### config.mk
export PLATFORM = sky130hd
export DESIGN_NAME = counting_semaphore_fifo
export DESIGN_NICKNAME = d
export VERILOG_FILES = /design/src/design/csf_pkg.sv /design/src/design/csf_ram.sv /design/src/design/csf_ctrl.sv /design/src/design/csf_dp.sv /design/src/design/counting_semaphore_fifo.sv
export SDC_FILE = /design/constraint.sdc
export NUM_CORES = 1
export LEC_CHECK = 0
export BUFFER_PORTS_ARGS = -buffer_cell sky130_fd_sc_hd__buf_2
export CAP_MARGIN = 20
export CORE_MARGIN = 1
export CORE_UTILIZATION = 27
export DETAILED_ROUTE_END_ITERATION = 10
export GPL_TIMING_DRIVEN = 0
export PLACE_DENSITY = 0.4
export SLEW_MARGIN = 20
export SYNTH_ARGS = -nofsm -noshare
export SYNTH_HDL_FRONTEND = slang
export SYNTH_SLANG_ARGS = --single-unit
### constraint.sdc
create_clock -name i_clk -period 2.9 [get_ports i_clk]
set_input_delay 0.29 -clock i_clk [delete_from_list [all_inputs] [get_ports i_clk]]
set_output_delay 0.29 -clock i_clk [all_outputs]
set_load 0.005 [all_outputs]
### src/design/csf_pkg.sv
package csf_pkg;

    // Fixed field widths
    localparam int COUNT_W = 9;
    localparam int TID_W   = 3;
    localparam int INIT_W  = 8;

    // Count limit for a post, and the count loaded at reset
    localparam logic signed [COUNT_W-1:0] COUNT_MAX  = 9'sd255;
    localparam logic [INIT_W-1:0]         INIT_RESET = 8'd1;

    // Default depth of the wait queue
    localparam int DEF_MAX_WAITERS = 8;

    // Operation codes
    localparam logic OP_WAIT = 1'b0;
    localparam logic OP_POST = 1'b1;

    // Controller states, one-hot
    typedef enum logic [1:0] {
        S_IDLE = 2'b01,
        S_EXEC = 2'b10
    } t_state;

    // Controller to datapath commands
    typedef struct packed {
        logic capture;   // latch the incoming request
        logic commit;    // update state and load the result register
        logic load_cfg;  // reload count, empty the queue
    } t_cmd;

    // Datapath to controller status
    typedef struct packed {
        logic out_stall; // result register full and not being taken
    } t_status;

endpackage

### src/design/csf_ram.sv
module csf_ram #(
    parameter int WIDTH = 8,
    parameter int DEPTH = 8
) (
    input  logic                     i_clk,
    input  logic                     i_we,
    input  logic [$clog2(DEPTH)-1:0] i_waddr,
    input  logic [WIDTH-1:0]         i_wdata,
    input  logic [$clog2(DEPTH)-1:0] i_raddr,
    output logic [WIDTH-1:0]         o_rdata
);

    logic [WIDTH-1:0] r_mem [DEPTH];
    logic [WIDTH-1:0] r_rdata;

    // Single write port, registered read port
    always_ff @(posedge i_clk) begin
        if (i_we) begin
            r_mem[i_waddr] <= i_wdata;
        end
        r_rdata <= r_mem[i_raddr];
    end

    assign o_rdata = r_rdata;

endmodule

### src/design/csf_ctrl.sv
module csf_ctrl (
    input  logic              i_clk,
    input  logic              i_rst_n,
    input  logic              i_valid,
    input  logic              i_cfg_valid,
    input  csf_pkg::t_status  i_status,
    output logic              o_ready,
    output logic              o_cfg_ready,
    output csf_pkg::t_cmd     o_cmd
);
    import csf_pkg::*;

    t_state r_state;
    t_state n_state;

    // Next state
    always_comb begin
        n_state = r_state;
        unique case (r_state)
            S_IDLE: begin
                if (i_valid) begin
                    n_state = S_EXEC;
                end
            end
            S_EXEC: begin
                if (!i_status.out_stall) begin
                    n_state = S_IDLE;
                end
            end
            default: n_state = S_IDLE;
        endcase
    end

    always_ff @(posedge i_clk) begin
        if (!i_rst_n) begin
            r_state <= S_IDLE;
        end else begin
            r_state <= n_state;
        end
    end

    // Handshakes and commands
    assign o_ready        = (r_state == S_IDLE);
    assign o_cfg_ready    = (r_state == S_IDLE);
    assign o_cmd.capture  = (r_state == S_IDLE) && i_valid;
    assign o_cmd.commit   = (r_state == S_EXEC) && !i_status.out_stall;
    assign o_cmd.load_cfg = (r_state == S_IDLE) && i_cfg_valid;

endmodule

### src/design/csf_dp.sv
module csf_dp #(
    parameter int MAX_WAITERS = csf_pkg::DEF_MAX_WAITERS
) (
    input  logic                                  i_clk,
    input  logic                                  i_rst_n,
    input  csf_pkg::t_cmd                         i_cmd,
    output csf_pkg::t_status                      o_status,
    input  logic                                  i_op,
    input  logic [csf_pkg::TID_W-1:0]             i_task_id,
    input  logic [csf_pkg::INIT_W-1:0]            i_cfg_data,
    input  logic                                  i_ready,
    output logic                                  o_valid,
    output logic                                  o_blocked,
    output logic                                  o_wake_valid,
    output logic [csf_pkg::TID_W-1:0]             o_wake_task,
    output logic                                  o_refused,
    output logic signed [csf_pkg::COUNT_W-1:0]    o_count
);
    import csf_pkg::*;

    localparam int PTR_W = $clog2(MAX_WAITERS);
    localparam int CNT_W = $clog2(MAX_WAITERS + 1);
    localparam logic [PTR_W-1:0] PTR_LAST = PTR_W'(MAX_WAITERS - 1);
    localparam logic [CNT_W-1:0] CNT_FULL = CNT_W'(MAX_WAITERS);

    // Captured request
    logic                      r_op;
    logic [TID_W-1:0]          r_tid;

    // Semaphore state
    logic signed [COUNT_W-1:0] r_count;
    logic [PTR_W-1:0]          r_enq_pos;
    logic [PTR_W-1:0]          r_deq_pos;
    logic [CNT_W-1:0]          r_waiting;

    // Result register
    logic                      r_out_valid;
    logic                      r_blocked;
    logic                      r_wake_valid;
    logic [TID_W-1:0]          r_wake_task;
    logic                      r_refused;
    logic signed [COUNT_W-1:0] r_out_count;

    // Decision
    logic                      n_blocked;
    logic                      n_wake;
    logic                      n_refused;
    logic signed [COUNT_W-1:0] n_count;
    logic [TID_W-1:0]          ram_rdata;

    // Wait queue storage; read address follows the head pointer
    csf_ram #(
        .WIDTH (TID_W),
        .DEPTH (MAX_WAITERS)
    ) u_queue (
        .i_clk   (i_clk),
        .i_we    (i_cmd.commit && n_blocked),
        .i_waddr (r_enq_pos),
        .i_wdata (r_tid),
        .i_raddr (r_deq_pos),
        .o_rdata (ram_rdata)
    );

    // Request capture
    always_ff @(posedge i_clk) begin
        if (i_cmd.capture) begin
            r_op  <= i_op;
            r_tid <= i_task_id;
        end
    end

    // Operation decision
    always_comb begin
        n_blocked = 1'b0;
        n_wake    = 1'b0;
        n_refused = 1'b0;
        n_count   = r_count;
        case (r_op)
            OP_WAIT: begin
                // count at or below zero: caller has to queue, or is refused if the queue is full
                if (r_count[COUNT_W-1] || (r_count == '0)) begin
                    if (r_waiting == CNT_FULL) begin
                        n_refused = 1'b1;
                    end else begin
                        n_blocked = 1'b1;
                        n_count   = r_count - 9'sd1;
                    end
                end else begin
                    n_count = r_count - 9'sd1;
                end
            end
            default: begin
                if (r_count == COUNT_MAX) begin
                    n_refused = 1'b1;
                end else begin
                    n_count = r_count + 9'sd1;
                    // negative before the post: release the oldest waiter
                    n_wake  = r_count[COUNT_W-1] && (r_waiting != '0);
                end
            end
        endcase
    end

    // Semaphore state update
    always_ff @(posedge i_clk) begin
        if (!i_rst_n) begin
            r_count   <= $signed({1'b0, INIT_RESET});
            r_enq_pos <= '0;
            r_deq_pos <= '0;
            r_waiting <= '0;
        end else if (i_cmd.load_cfg) begin
            r_count   <= $signed({1'b0, i_cfg_data});
            r_enq_pos <= '0;
            r_deq_pos <= '0;
            r_waiting <= '0;
        end else if (i_cmd.commit) begin
            r_count <= n_count;
            if (n_blocked) begin
                r_enq_pos <= (r_enq_pos == PTR_LAST) ? '0 : r_enq_pos + 1'b1;
                r_waiting <= r_waiting + 1'b1;
            end
            if (n_wake) begin
                r_deq_pos <= (r_deq_pos == PTR_LAST) ? '0 : r_deq_pos + 1'b1;
                r_waiting <= r_waiting - 1'b1;
            end
        end
    end

    // Result valid flag
    always_ff @(posedge i_clk) begin
        if (!i_rst_n) begin
            r_out_valid <= 1'b0;
        end else if (i_cmd.commit) begin
            r_out_valid <= 1'b1;
        end else if (i_ready) begin
            r_out_valid <= 1'b0;
        end
    end

    // Result payload
    always_ff @(posedge i_clk) begin
        if (i_cmd.commit) begin
            r_blocked    <= n_blocked;
            r_wake_valid <= n_wake;
            r_wake_task  <= n_wake ? ram_rdata : '0;
            r_refused    <= n_refused;
            r_out_count  <= n_count;
        end
    end

    assign o_status.out_stall = r_out_valid && !i_ready;

    assign o_valid      = r_out_valid;
    assign o_blocked    = r_blocked;
    assign o_wake_valid = r_wake_valid;
    assign o_wake_task  = r_wake_task;
    assign o_refused    = r_refused;
    assign o_count      = r_out_count;

    // Queue fill never passes its depth
    a_waiting_bound: assert property (@(posedge i_clk) disable iff (!i_rst_n)
        r_waiting <= CNT_FULL)
        else $error("wait queue fill above depth");

    // Negative count equals the number of queued tasks
    a_neg_count: assert property (@(posedge i_clk) disable iff (!i_rst_n)
        r_count[COUNT_W-1] |-> (COUNT_W'(r_waiting) == COUNT_W'(-r_count)))
        else $error("count and queue fill disagree");

    // No waiters while the count is not negative
    a_pos_count: assert property (@(posedge i_clk) disable iff (!i_rst_n)
        !r_count[COUNT_W-1] |-> (r_waiting == '0))
        else $error("tasks queued with non-negative count");

    // A blocking wait grows the queue by one
    a_enqueue: assert property (@(posedge i_clk) disable iff (!i_rst_n)
        (i_cmd.commit && n_blocked) |=> (r_waiting == $past(r_waiting) + 1'b1))
        else $error("blocking wait did not enqueue");

    // A result never both blocks and wakes
    a_excl: assert property (@(posedge i_clk) disable iff (!i_rst_n)
        r_out_valid |-> !(r_blocked && r_wake_valid))
        else $error("result blocks and wakes at once");

endmodule

### src/design/counting_semaphore_fifo.sv
// A request is captured in the idle state and its result is registered from the
// execute state, which holds while the previous result is still waiting at the output.
// One request at a time: the capture/execute controller and the registered read of
// the wait queue memory keep a new request out until the previous one is committed.
// Reset: count loads 1, wait queue empty; no clearing pass, queue entries
// are undefined until written.
module counting_semaphore_fifo #(
    parameter int MAX_WAITERS = csf_pkg::DEF_MAX_WAITERS
) (
    input  logic                                  i_clk,
    input  logic                                  i_rst_n,
    input  logic                                  i_valid,
    output logic                                  o_ready,
    input  logic                                  i_op,
    input  logic [csf_pkg::TID_W-1:0]             i_task_id,
    output logic                                  o_valid,
    input  logic                                  i_ready,
    output logic                                  o_blocked,
    output logic                                  o_wake_valid,
    output logic [csf_pkg::TID_W-1:0]             o_wake_task,
    output logic                                  o_refused,
    output logic signed [csf_pkg::COUNT_W-1:0]    o_count,
    input  logic                                  i_cfg_valid,
    output logic                                  o_cfg_ready,
    input  logic [csf_pkg::INIT_W-1:0]            i_cfg_data
);
    import csf_pkg::*;

    t_cmd    cmd;
    t_status status;

    // Controller
    csf_ctrl u_ctrl (
        .i_clk       (i_clk),
        .i_rst_n     (i_rst_n),
        .i_valid     (i_valid),
        .i_cfg_valid (i_cfg_valid),
        .i_status    (status),
        .o_ready     (o_ready),
        .o_cfg_ready (o_cfg_ready),
        .o_cmd       (cmd)
    );

    // Datapath
    csf_dp #(
        .MAX_WAITERS (MAX_WAITERS)
    ) u_dp (
        .i_clk        (i_clk),
        .i_rst_n      (i_rst_n),
        .i_cmd        (cmd),
        .o_status     (status),
        .i_op         (i_op),
        .i_task_id    (i_task_id),
        .i_cfg_data   (i_cfg_data),
        .i_ready      (i_ready),
        .o_valid      (o_valid),
        .o_blocked    (o_blocked),
        .o_wake_valid (o_wake_valid),
        .o_wake_task  (o_wake_task),
        .o_refused    (o_refused),
        .o_count      (o_count)
    );

endmodule
== Word-level counts from Yosys, hierarchy flattened ==
Memory sizes are Yosys's and may differ from the RTL's. A register that Yosys moved wholly into a read port is not among the register bits.
Cells that the tools add are included.

* Bitwise gates (word level): 1
* Add/subtract/negate cells: 6
* Reductions and logical operators: 19
* Eq/ne operators: 8
* Multiplexer cells: 26

{| class="wikitable"
|+ Operators by type and width
! cell !! count
|-
| 2-to-1 mux 9 bit || 4
|-
| 2-to-1 mux 8 bit || 2
|-
| 2-to-1 mux 1 bit || 13
|-
| adder 9 x 2 -> 9 bit, second input constant || 1
|-
| == test 9 bit, second input constant || 1
|-
| zero test 9 bit || 1
|-
| subtractor 9 x 2 -> 9 bit, second input constant || 1
|-
| 2-to-1 mux 4 bit || 2
|-
| AND reduction 2 bit || 4
|-
| adder 3 x 1 -> 3 bit, second input constant || 2
|-
| == test 3 bit, second input constant || 2
|-
| logical AND 1 bit || 6
|-
| 2-to-1 mux 3 bit || 2
|-
| nonzero test 2 bit || 3
|-
| adder 4 x 1 -> 4 bit, second input constant || 1
|-
| == test 4 bit, second input constant || 1
|-
| 2-to-1 mux 2 bit || 2
|-
| != test 2 bit, second input constant || 2
|-
| case mux 2 bit (2 select lines) || 1
|-
| nonzero test 4 bit || 1
|-
| subtractor 4 x 1 -> 4 bit, second input constant || 1
|-
| == test 2 x 1 -> 1 bit, second input constant || 1
|-
| == test 2 bit, second input constant || 1
|-
| zero test 1 bit || 2
|-
| 3 further kinds || 3
|}

* Memories: 1
* Bits in registers: 41
* Input port bits: 17
* Bits in writable memories: 24

{| class="wikitable"
|+ Memories
! name !! depth !! width !! rd ports !! clocked after memory_dff !! write ports !! line !! RTL
|-
| u_dp.u_queue.r_mem || 8 || 3 || 1 || 1 || 1 || csf_ram.sv:13 || <nowiki>logic [WIDTH-1:0] r_mem [DEPTH];</nowiki>
|}

== Longest topological paths before layout ==
* Depth after elaboration: 7
* Gate-level depth with buffers: 8
* Gate-level depth less buffers: 8

== Hierarchy ==
From an unflattened synthesis, not the netlist that was laid out.

* Cells, all modules: 265
* Area, all modules: 3241.9 µm²

{| class="wikitable"
|+ Modules (own cells, without submodules)
! module !! instances !! cells each !! area an instance (µm²)
|-
| csf_dp || 1 || 205 || 2093.3
|-
| csf_ram || 1 || 50 || 1042.2
|-
| csf_ctrl || 1 || 10 || 106.4
|}

== Worst setup path after synthesis ==
Ideal clock, no wire load.

* Kind: register -> register
* Start point: register u_dp.r_waiting[0]
* End point: register u_dp.r_waiting[3]
* Path buffers: 0
* Cell stages (with the launch flop): 9
* Arrival time: 2.069 ns
* Clock period less this slack: 2.140 ns
* Library setup time: 0.071 ns
* Slack: 0.760 ns
* Path through: dfxtp_1 > nor4_2 > nor2_1 > ha_1 > a21o_1 > a21oi_1 > xor2_1 > or3_1 > a21oi_1

* Longest elaborated chain between the ends: 6
* Elaborated cells between the ends (all ways): 14

{| class="wikitable"
|+ RTL lines
! element !! line !! RTL
|-
| start, declared || csf_dp.sv:34 || <nowiki>logic [CNT_W-1:0] r_waiting;</nowiki>
|-
| start signal, assigned || csf_dp.sv:120 || <nowiki>r_waiting <= r_waiting + 1'b1;</nowiki>
|-
| start signal, assigned || csf_dp.sv:124 || <nowiki>r_waiting <= r_waiting - 1'b1;</nowiki>
|-
| nonzero test 4 bit * || csf_dp.sv:98 || <nowiki>n_wake = r_count[COUNT_W-1] && (r_waiting != '0);</nowiki>
|-
| logical AND 1 bit * || csf_dp.sv:98 ||
|-
| 2-to-1 mux 1 bit * || csf_dp.sv:93 || <nowiki>if (r_count == COUNT_MAX) begin</nowiki>
|-
| 2-to-1 mux 1 bit * || csf_dp.sv:78 || <nowiki>case (r_op)</nowiki>
|-
| net u_dp.n_wake || csf_dp.sv:46 || <nowiki>logic n_wake;</nowiki>
|-
| nonzero test 2 bit (no line) || -- ||
|-
| AND reduction 2 bit (no line) || -- ||
|}

The timed path passes the listed nets; every way through them passes the cells marked *. The select of a mux whose other input is x is not followed.
A chain may end at the register's enable or synchronous reset.

== Worst setup path in the final report ==
* Start point: register u_dp.r_count[0]
* End point: memory u_dp.u_queue.r_mem[1][2] (netlist name), enable pin

* Longest elaborated chain between the ends: 7

{| class="wikitable"
|+ RTL lines
! element !! line !! RTL
|-
| start, declared || csf_dp.sv:31 || <nowiki>logic signed [COUNT_W-1:0] r_count;</nowiki>
|-
| start signal, assigned || csf_dp.sv:107 || <nowiki>r_count <= $signed({1'b0, INIT_RESET});</nowiki>
|-
| start signal, assigned || csf_dp.sv:112 || <nowiki>r_count <= $signed({1'b0, i_cfg_data});</nowiki>
|-
| start signal, assigned || csf_dp.sv:117 || <nowiki>r_count <= n_count;</nowiki>
|-
| zero test 9 bit || csf_dp.sv:81 || <nowiki>if (r_count[COUNT_W-1] || (r_count == '0)) begin</nowiki>
|-
| logical OR 1 bit || csf_dp.sv:81 ||
|-
| 2-to-1 mux 1 bit || csf_dp.sv:81 ||
|-
| 2-to-1 mux 1 bit || csf_dp.sv:78 ||
|-
| net u_dp.n_blocked || csf_dp.sv:45 || <nowiki>logic n_blocked;</nowiki>
|-
| logical AND 1 bit || csf_dp.sv:57 || <nowiki>.i_we (i_cmd.commit && n_blocked),</nowiki>
|-
| 2-to-1 mux 1 bit || csf_ram.sv:18 || <nowiki>if (i_we) begin</nowiki>
|-
| 2-to-1 mux 1 bit (implied by the code) || csf_ram.sv:19 || <nowiki>r_mem[i_waddr] <= i_wdata;</nowiki>
|-
| end, declared || csf_ram.sv:13 ||
|}

The timed path passes the listed nets, and every way through them passes these cells.

==> run metrics <==
Die W approximately 110 um; endpoint class of the critical path flip-flop; final worst-path cycle share 89.9%; failing checks design-rule violations; Detailed Routing Iterations Pass 1 7; FFs w/ async S/R, synth 0%; CP Cell Sequence inv_1 -> ha_1 -> nor3b_2 -> a21o_1 -> buf_6 -> and2_1 -> nand3_1 -> nor3_1; cells taking the most area after synthesis edfxtp_1 (40%), dfxtp_1 (15%), mux4_2 (4.2%), ha_1 (3.5%), nor2_1 (2.3%); CTS Buffer Depth 2; CTS Hold Bufs 0; Post-Route WL 7.13 mm; ys flop type edfxtp_1; max-slew violation count 0; min Tclk post-route around 2.6 ns; multi-input combinational cell area 1340 um^2; Ports 35; Placer Congestion roughly 0.72; DR iter-0 viols 80; crit path kind reg2reg; HP Start i_task_id[0]; #FFs+latches synth 68; status finished with violations; vias per cell 4.72; Filler Cells Inserted ~1200; Crit. Startpoint u_dp.r_count[0]; setup bufs post-CTS 0; # resized after CTS 0; setup tns final 0 ns; final setup fails 0; P_sw around 0.54 mW; first-pass GRT wire length roughly 12 mm; DR vias between 2000 and 2500; Yosys Warn Count 0; Peak VDD IR 0.234 mV; Core ar. approximately 12000 um^2; Yosys top cell area share around two fifths; CP peak stage delay 0.48 ns; Synth Net Count approximately 290; clock group share of total power about half; share of cells above drive strength 1 between 20% and 30%; nature of the critical path startpoint flip-flop; synthesized cell area 3240 um^2; Slew @ Worst Pin 0.652 ns; total gr overflow 0; final net count about 330; std cell rows 39; sequential power share between 40% and 50%; clk sinks slightly below 70; Comb pwr share around 6.6%; global router's overall resource usage between 10% and 20%; Reg area approximately 1800 um^2; Hold Path Class in2reg; Seq/Total Area, Yosys 55.2%; input/output buffers 34; slew margin rel. roughly 56%; final hold viol count 0; Die Y 112 um; detailed-route DRC error count 2; RSZ-0062 raised after global routing false; Slowest-stage cell, CP nor3_1; Max-Cap Viols 0; largest net degree at the start of global routing 23; vias in the first global route about 2200; Req. time, crit path 2.86 ns; Antenna Nets Post-Route 0; CTS tree done; Mean Syn Cell Area between 10 and 15 um^2; DP HPWL around 5.2 mm; Clock Latency Late Sink about 0.33 ns; Final Instance Area between 3000 and 4000 um^2; PD cells approximately 620 nW/um^2; clk root buf clkbuf_16; CP delay by family, top simple AND/OR/NAND/NOR gates; Mapped Cells 261; Yosys top cell by area edfxtp_1; initial core utilization around 28%; buffers plus inverters on the worst setup path 2; clock buffer count from CTS 9; total inserted antenna cells 0; static leakage between 1 and 1.5 nW; Post-DP Area about 3600 um^2; fmax 384 MHz; H-tree level count 3; internal power 1.88 mW; Crit path arrival time 2.57 ns; Netlist cell types 58; drt wl/cell ~16 um; skew final around 0.0068 ns; critical-path maximum fanout 8; die area around 12000 um^2; Worst-path clk slew around 0.06 ns; Post-synth EDFFs 43; switching share of power between 20% and 30%; initial antenna violation count 0; FF-to-FF Start u_dp.r_count[0]; area grow syn2layout 20.8%
-- sequential cells by signal, summed over array words and instances, names as in the netlist, 2 cells and up --
signal                flops
u_ctrl.r_state            2
u_dp.o_count              9
u_dp.o_wake_task          3
u_dp.r_count              9
u_dp.r_deq_pos            3
u_dp.r_enq_pos            3
u_dp.r_tid                3
u_dp.r_waiting            4
u_dp.u_queue.o_rdata      3
u_dp.u_queue.r_mem       24
-- kinds of logic (layout without fill, tap and decap cells) --
| group | after synthesis | count (layout) | synth area share (%) |
|---|---|---|---|
| xor gates and xnor gates | 8 | 8 | 2.16 |
| AOI/OAI and AO/OA | 53 | 53 | 12.2 |
| adders and majority gates | 10 | 10 | 4.09 |
| and+or+nand+nor | 84 | 84 | 15.9 |
| muxes | 15 | 15 | 7.06 |
| DFF | 68 | 68 | 55.2 |
| buffers and inverters | 23 | 73 | 3.40 |
-- cell type report --
type                            count  share of cell area [%]
Buffer                             12                    1.76
Clock buffer                        9                    5.75
Clock inverter                      7                    2.52
Inverter                           11                    1.05
Multi-Input combinational cell    170                    34.2
Sequential cell                    68                    45.8
Tap cell                          143                    4.57
Timing Repair Buffer               34                    4.35
-- synth_stat cells (2+ instances only) --
cell type,count
mux4_2,6
edfxtp_1,43
a22oi_1,7
mux2_2,3
nor4_1,2
inv_1,10
buf_6,2
ha_1,9
xnor2_1,4
clkbuf_1,5
and3_1,3
o2bb2ai_1,5
buf_2,4
nand2_1,12
a211oi_1,7
nand4_1,2
a21o_1,2
nand2b_1,9
a21oi_1,13
xor2_1,4
nor3_1,8
and2_1,5
nor2b_1,3
mux2i_1,6
dfxtp_1,25
o41ai_1,2
nor4_4,2
nand3_1,3
o21ai_1,4
or3_1,4
nor2_1,20
-- routing by layer --
metal  track usage (%)  vias to the layer above  share of wire, %
met5                 0                        -                 0
met3              3.32                        9               3.0
li1                  -                     1084                 -
met4              5.50                        0               1.7
met2              20.5                       26                47
met1              15.5                     1023                48
-- power by group through the flow --
stage	registers, mW	clock network, mW	logic [mW]
floorplan	1.08	0	0.111
global placement	1.09	0	0.161
detailed placement	1.09	0	0.160
CTS	1.07	1.22	0.161
global route	1.07	1.26	0.177
finish	1.07	1.19	0.159
-- metrics by stage --
| step | hold slack (ns) | cells | power, mW | utilization, % | setup WS, ns |
|---|---|---|---|---|---|
| after CTS | 0.127 | 454 | 2.45 | 33.9 | 0.271 |
| after global routing | 0.124 | 454 | 2.51 | 33.9 | 0.0610 |
| after floorplan | 0.389 | 261 | 1.19 | - | 0.760 |
| final | 0.139 | 454 | 2.41 | 33.9 | 0.293 |
| after detailed placement | 0.469 | 438 | 1.25 | 31.1 | 0.297 |
| after global placement | 0.469 | 438 | 1.25 | 31.1 | 0.298 |
-- cells in the final DEF (no fill, tap or decap), types with 2 or more instances in the layout --
cell type  count
mux2i_1        6
and3_1         3
nand4_1        2
xor2_1         4
clkbuf_16      9
mux4_2         6
inv_6          2
buf_2         38
nor2_1        20
or3_1          4
ha_1           9
inv_1         10
nor4_4         2
nor3_1         8
bufinv_16      2
a22oi_1        7
a21oi_1       13
clkbuf_1       5
and2_1         5
nand2b_1       9
a211oi_1       7
o41ai_1        2
buf_6          2
o2bb2ai_1      5
nand3_1        3
mux2_2         3
xnor2_1        4
dfxtp_1       25
edfxtp_1      43
nor2b_1        3
o21ai_1        4
a21o_1         2
nand2_1       12
nor4_1         2
-- worst paths after layout --
path                                            endpoint  cells past startpoint  slack (ns)
worst max-delay path            u_dp.u_queue.r_mem[1][2]                      8        0.29
worst min-delay path                       u_dp.r_tid[0]                      1        0.14
worst max register to register  u_dp.u_queue.r_mem[1][2]                      8        0.29
worst min register to register       u_dp.o_wake_task[1]                      1        0.51
-- worst register-to-register path: cells and delay by family (launching register included) --
| kind | cells | cell delay, ns |
|---|---|---|
| AOI/OAI and AO/OA | 1 | 0.19 |
| adders and majority gates | 1 | 0.20 |
| buffers and inverters | 2 | 0.33 |
| and+or+nand+nor | 4 | 1.20 |
| DFF | 1 | 0.33 |
Note: power is estimated with default switching activity, not from simulation.
